==> src/rtl/lggm_pkg.sv <==
`timescale 1ns / 1ps
// shared constants, codes and types for the local grid to global map merge
package lggm_pkg;

  localparam int GLOBAL_SIZE = 256;
  localparam int LOCAL_MAX   = 256;
  localparam int MAP_CELLS   = GLOBAL_SIZE * GLOBAL_SIZE;
  localparam int MAP_AW      = $clog2(MAP_CELLS);
  localparam int COST_W      = 8;

  localparam logic [COST_W-1:0] UNKNOWN_COST = 8'hFF;

  localparam logic [1:0] CMD_CELL   = 2'd0;
  localparam logic [1:0] CMD_COMMIT = 2'd1;
  localparam logic [1:0] CMD_READ   = 2'd2;

  localparam logic [2:0] REG_POSE_X   = 3'd0;
  localparam logic [2:0] REG_POSE_Y   = 3'd1;
  localparam logic [2:0] REG_COS      = 3'd2;
  localparam logic [2:0] REG_SIN      = 3'd3;
  localparam logic [2:0] REG_WIDTH    = 3'd4;
  localparam logic [2:0] REG_HEIGHT   = 3'd5;
  localparam logic [2:0] REG_OFFSET   = 3'd6;

  typedef struct packed {
    logic signed [16:0] pose_x;
    logic signed [16:0] pose_y;
    logic signed [15:0] heading_cos;
    logic signed [15:0] heading_sin;
    logic [8:0]         local_width;
    logic [8:0]         local_height;
    logic [7:0]         grid_offset;
  } xform_cfg_t;

  typedef struct packed {
    logic              en;
    logic [MAP_AW-1:0] addr;
    logic [COST_W-1:0] cost;
  } scr_wr_t;

  typedef struct packed {
    logic idle;
    logic clearing;
    logic commit_done;
  } map_stat_t;

endpackage

==> src/rtl/lggm_xform.sv <==
`timescale 1ns / 1ps
// three stage pipeline mapping a local cell to a scratch map write
module lggm_xform (
  input  logic                      clk,
  input  logic                      rst_n,
  input  logic                      cell_valid,
  input  logic [7:0]                cell_col,
  input  logic [7:0]                cell_row,
  input  logic [7:0]                cell_cost,
  input  lggm_pkg::xform_cfg_t      cfg,
  output lggm_pkg::scr_wr_t         wr,
  output logic                      busy
);
  import lggm_pkg::*;

  logic [8:0]         w_lim;
  logic [8:0]         h_lim;
  logic               in_grid;
  logic signed [17:0] cx;
  logic signed [17:0] cy;

  logic               v1_r;
  logic signed [33:0] p_cc_r;
  logic signed [33:0] p_sy_r;
  logic signed [33:0] p_sx_r;
  logic signed [33:0] p_cy_r;
  logic [7:0]         cost1_r;

  logic               v2_r;
  logic signed [35:0] gx_r;
  logic signed [35:0] gy_r;
  logic [7:0]         cost2_r;
  logic signed [35:0] gx_nxt;
  logic signed [35:0] gy_nxt;
  logic signed [35:0] pose_x_q;
  logic signed [35:0] pose_y_q;
  logic signed [35:0] base_q;

  logic signed [35:0] gx_adj;
  logic signed [35:0] gy_adj;
  logic signed [13:0] rx;
  logic signed [13:0] ry;
  logic               in_map;
  logic [MAP_AW-1:0]  addr_nxt;

  logic               v3_r;
  logic [MAP_AW-1:0]  addr_r;
  logic [7:0]         cost3_r;

  // stage 0: clamp the local size, center the cell in Q.8
  always_comb begin
    w_lim   = (int'(cfg.local_width) > LOCAL_MAX) ? 9'(LOCAL_MAX) : cfg.local_width;
    h_lim   = (int'(cfg.local_height) > LOCAL_MAX) ? 9'(LOCAL_MAX) : cfg.local_height;
    in_grid = ({1'b0, cell_col} < w_lim) && ({1'b0, cell_row} < h_lim);
    cx      = $signed({2'b00, cell_col, 8'h00}) - $signed({2'b00, w_lim, 7'h00});
    cy      = $signed({2'b00, cell_row, 8'h00}) - $signed({2'b00, h_lim, 7'h00});
  end

  always_ff @(posedge clk) begin
    if (!rst_n) begin
      v1_r <= 1'b0;
    end else begin
      v1_r <= cell_valid && in_grid;
    end
  end

  always_ff @(posedge clk) begin
    p_cc_r  <= 34'(cfg.heading_cos * cx);
    p_sy_r  <= 34'(cfg.heading_sin * cy);
    p_sx_r  <= 34'(cfg.heading_sin * cx);
    p_cy_r  <= 34'(cfg.heading_cos * cy);
    cost1_r <= cell_cost;
  end

  // stage 2: rotate and translate in Q.22
  always_comb begin
    pose_x_q = 36'(cfg.pose_x) <<< 14;
    pose_y_q = 36'(cfg.pose_y) <<< 14;
    base_q   = $signed({6'b0, cfg.grid_offset, 22'b0});
    gx_nxt   = 36'(p_cc_r) - 36'(p_sy_r) + pose_x_q + base_q;
    gy_nxt   = 36'(p_sx_r) + 36'(p_cy_r) + pose_y_q + base_q;
  end

  always_ff @(posedge clk) begin
    if (!rst_n) begin
      v2_r <= 1'b0;
    end else begin
      v2_r <= v1_r;
    end
  end

  always_ff @(posedge clk) begin
    gx_r    <= gx_nxt;
    gy_r    <= gy_nxt;
    cost2_r <= cost1_r;
  end

  // stage 3: round half away from zero, range check, form the address
  always_comb begin
    gx_adj   = gx_r + $signed(36'h1FFFFF) + $signed({35'b0, ~gx_r[35]});
    gy_adj   = gy_r + $signed(36'h1FFFFF) + $signed({35'b0, ~gy_r[35]});
    rx       = gx_adj[35:22];
    ry       = gy_adj[35:22];
    in_map   = !rx[13] && !ry[13] &&
               (int'(rx[12:0]) < GLOBAL_SIZE) && (int'(ry[12:0]) < GLOBAL_SIZE);
    addr_nxt = MAP_AW'(int'(ry[12:0]) * GLOBAL_SIZE + int'(rx[12:0]));
  end

  always_ff @(posedge clk) begin
    if (!rst_n) begin
      v3_r <= 1'b0;
    end else begin
      v3_r <= v2_r && in_map;
    end
  end

  always_ff @(posedge clk) begin
    addr_r  <= addr_nxt;
    cost3_r <= cost2_r;
  end

  assign wr.en   = v3_r;
  assign wr.addr = addr_r;
  assign wr.cost = cost3_r;
  assign busy    = v1_r || v2_r || v3_r;

endmodule

==> config.mk <==
export PLATFORM = sky130hd
export DESIGN_NAME = lggm_xform
export DESIGN_NICKNAME = d
export VERILOG_FILES = /design/src/rtl/lggm_pkg.sv /design/src/rtl/lggm_xform.sv
export SDC_FILE = /design/constraint.sdc
export NUM_CORES = 2
export LEC_CHECK = 0
export BUFFER_PORTS_ARGS = -buffer_cell sky130_fd_sc_hd__buf_2
export CAP_MARGIN = 0
export CORE_UTILIZATION = 62
export DETAILED_ROUTE_END_ITERATION = 8
export MAX_ROUTING_LAYER = met4
export PLACE_DENSITY_LB_ADDON = 0.15
export REMOVE_ABC_BUFFERS = 1
export SKIP_CTS_REPAIR_TIMING = 1
export SYNTH_ARGS = -nofsm -noshare
export SYNTH_HDL_FRONTEND = slang
export SYNTH_SLANG_ARGS = --single-unit
==> constraint.sdc <==
create_clock -name clk -period 13.65 [get_ports clk]
set_input_delay 1.365 -clock clk [delete_from_list [all_inputs] [get_ports clk]]
set_output_delay 1.365 -clock clk [all_outputs]
set_load 0.1 [all_outputs]
==> results.toml <==
[status]
outcome = "complete, no violations"

[timing]
fin_crit_sh_pct = 73.7
setup_viol = 0
slew_viol_final = 0
setup-tns-final_ns = 0
whs_ns = 0.325
hold_viol = 0
max_freq_mhz = 99.4
period_minus_slack_ns = 10.06
fin_skew_ns = 0.0325
rsz0062_at_grt = "false"
tightest_slew_ns = 0.989
max_slew_margin_pct = 33.9

[worst_setup_path]
critPathMaxFanout = 23
critical_path.max_stage_delay_ns = 0.75
worst-setup-path-type = "in -> reg"
arrival_ns = 10.47
critPathCaptureType = "flop"
r2r_start = "gx_r[35]"
cp_slowest_cell = "xnor2_1"
path_common_cell = "fa_1"
r2r_end = "addr_r[15]"
worst_setup_path_start_kind = "input port"
rrSetupSlack_ns = 9.76
crit_required_ns = 14.06
r2r_cells = 16

[detailed_routing]
avgRoutedWirePerCell_um = 18.0
drt_iter0_drc = 1516
dr_total_vias = 27265
finalWirelength_um = 91000
dr_wl_met3_um = 6650
dr.max_layer_used = "met4"
antenna_left = 0
drc_errors = 0
wirelength_met1_um = 39200
avgViaCountPerCell = 5.38
route.met2.wl_um = 42500
first_pass_iters = 8

[layout]
mostFrequentLayoutCells = "992 x inv_1, 771 x fa_1, 418 x ha_1"
design_area_sq_mm = 0.0411
drive_gt1_share_pct = 5.78
num-fill-cells = 5054
fin_nets = 5512
layout_commonest_cell = "inv_1"
ff_latch_area_sq_mm = 0.00410
fin_util_pct = 66.6
multi_input_area_sq_mm = 0.0305
syn_to_final_growth_pct = 5.91

[hold_path]
holdPathStages = 0
hold_end = "cost3_r[2]"
holdCritPathClass = "reg -> reg"
worstHoldStart = "cost2_r[2]"

[floorplan]
coreArea_sq_mm = 0.0617
start_util_pct = 62.9
num_rows = 91
die_h_um = 252
ios = 145
die_w_um = 252
fp.dieArea_sq_mm = 0.0636

[global_routing]
first_global_vias = 28560
overflow = 0
grt_max_degree = 35
grt_pass1_wl_um = 150000
grt_usage_pct = 31.3
antenna_found_initial = 13

[synthesis]
synth.yosys.seq_area_share_pct = 10.6
synth_top_area_share_pct = 39.8
yosys-top-cells-area = "fa_1 40%, ha_1 13%, dfxtp_1 11%"
syn_area_sq_mm = 0.0388
synth.distinct_cells = 78
syn_area_per_cell_sq_um = 9.34
syn_inst = 4154
yosys.area.top_type = "fa_1"
synthFlopType = "dfxtp_1"
synth_edf_count = 0
yosysWarningCount = 0
synth-seq-cells = 205
synthArstFlopShare_pct = 0

[clocking]
root_buffer = "clkbuf_16"
htree_levels = 1
cts_tree = "yes"
clk_pin_slew_worst_paths_ns = 0.06
clock_latency_ns = 0.55
clock-sinks = 205
clock_path_buffers = 3
numCtsBuffers = 23

[place]
place_hpwl_um = 73400
placed_area_sq_mm = 0.0403
port_buffers = 144
gp_congestion = 0.925

[job]
maxCapViolCount = 0
==> worst max path at each step <==
| stage | startpoint | to | slack [ns] | cells after the start |
|---|---|---|---|---|
| after detailed placement | cfg[16] | p_cy_r[31] | 3.09 | 32 |
| after global routing | cfg[16] | p_cy_r[31] | 2.94 | 32 |
| after floorplan | cfg[25] | p_cc_r[32] | 4.11 | 31 |
| after CTS | cfg[16] | p_cy_r[31] | 3.62 | 32 |
| after global placement | cfg[16] | p_cy_r[31] | 3.37 | 32 |
| final | cfg[16] | p_cy_r[31] | 3.59 | 32 |
==> per-layer routing <==
metal / vias to the layer above / GRT usage [%]
met3: 149 / 4.61
met1: 13595 / 41.6
li1: 12619 / -
met4: 0 / 9.23
met5: - / -
met2: 902 / 50.0
==> critical path, delay by kind of cell <==
| kind | cells | cell delay, ns |
|---|---|---|
| fa+ha+maj | 7 | 3.38 |
| xor+xnor | 3 | 1.07 |
| buf+inv | 7 | 0.98 |
| simple gates | 6 | 1.82 |
| compound gates | 9 | 1.84 |
==> stage by stage <==
step | setup slack [ns] | std cells
3_5_place_dp | 3.09 | 5015
3_3_place_gp | 3.37 | 5015
5_1_grt | 2.94 | 5065
4_1_cts | 3.62 | 5056
6_report | 3.59 | 5065
2_1_floorplan | 4.11 | 4013
==> synth_stat cells (4+ instances only) <==
cell type / number
a211o_1: 6
a211oi_1: 16
a21o_1: 73
a21oi_1: 113
a31oi_1: 10
a41oi_1: 6
and2_1: 304
and3_1: 7
and4_1: 5
buf_2: 6
clkbuf_1: 132
dfxtp_1: 205
fa_1: 772
ha_1: 418
inv_1: 992
maj3_1: 5
mux2_2: 4
nand2_1: 370
nand2b_1: 46
nand3_1: 29
nand4_1: 10
nor2_1: 91
nor2b_1: 53
nor3_1: 25
nor4_1: 9
o211ai_1: 11
o21a_1: 19
o21ai_0: 89
o21bai_1: 19
o31ai_1: 4
or3_1: 8
xnor2_1: 179
xor2_1: 51
==> sequential cells by signal (all words and copies together), names as in the netlist <==
name     count
gy_r        29
cost2_r      8
p_cc_r      26
v3_r         1
p_cy_r      26
addr_r      16
cost1_r      8
v2_r         1
p_sy_r      26
gx_r        29
cost3_r      8
v1_r         1
p_sx_r      26
==> logic make-up (layout without fill, tap and decap cells) <==
family	Yosys count	after routing	synth area share, %
other	0	9	0
DFF	205	205	10.6
buffers and inverters	1135	1200	11.0
and+or+nand+nor	972	972	12.6
adders and majority gates	1195	1195	53.5
muxes	4	4	0.116
xor gates and xnor gates	230	230	5.19
AOI/OAI and AO/OA	413	413	7.00
==> area by class of cell <==
cell class,instances,share of cell area [%]
Clock buffer,24,1.43
Timing Repair Buffer,165,2.14
Tap cell,837,2.55
Inverter,994,9.08
Antenna cell,9,0.0548
Sequential cell,205,9.99
Clock inverter,17,0.469
Multi-Input combinational cell,2814,74.3
Power is left out: the tool's default activity adds up to more than one toggle a clock period on the data nets, which glitch-free logic cannot reach.
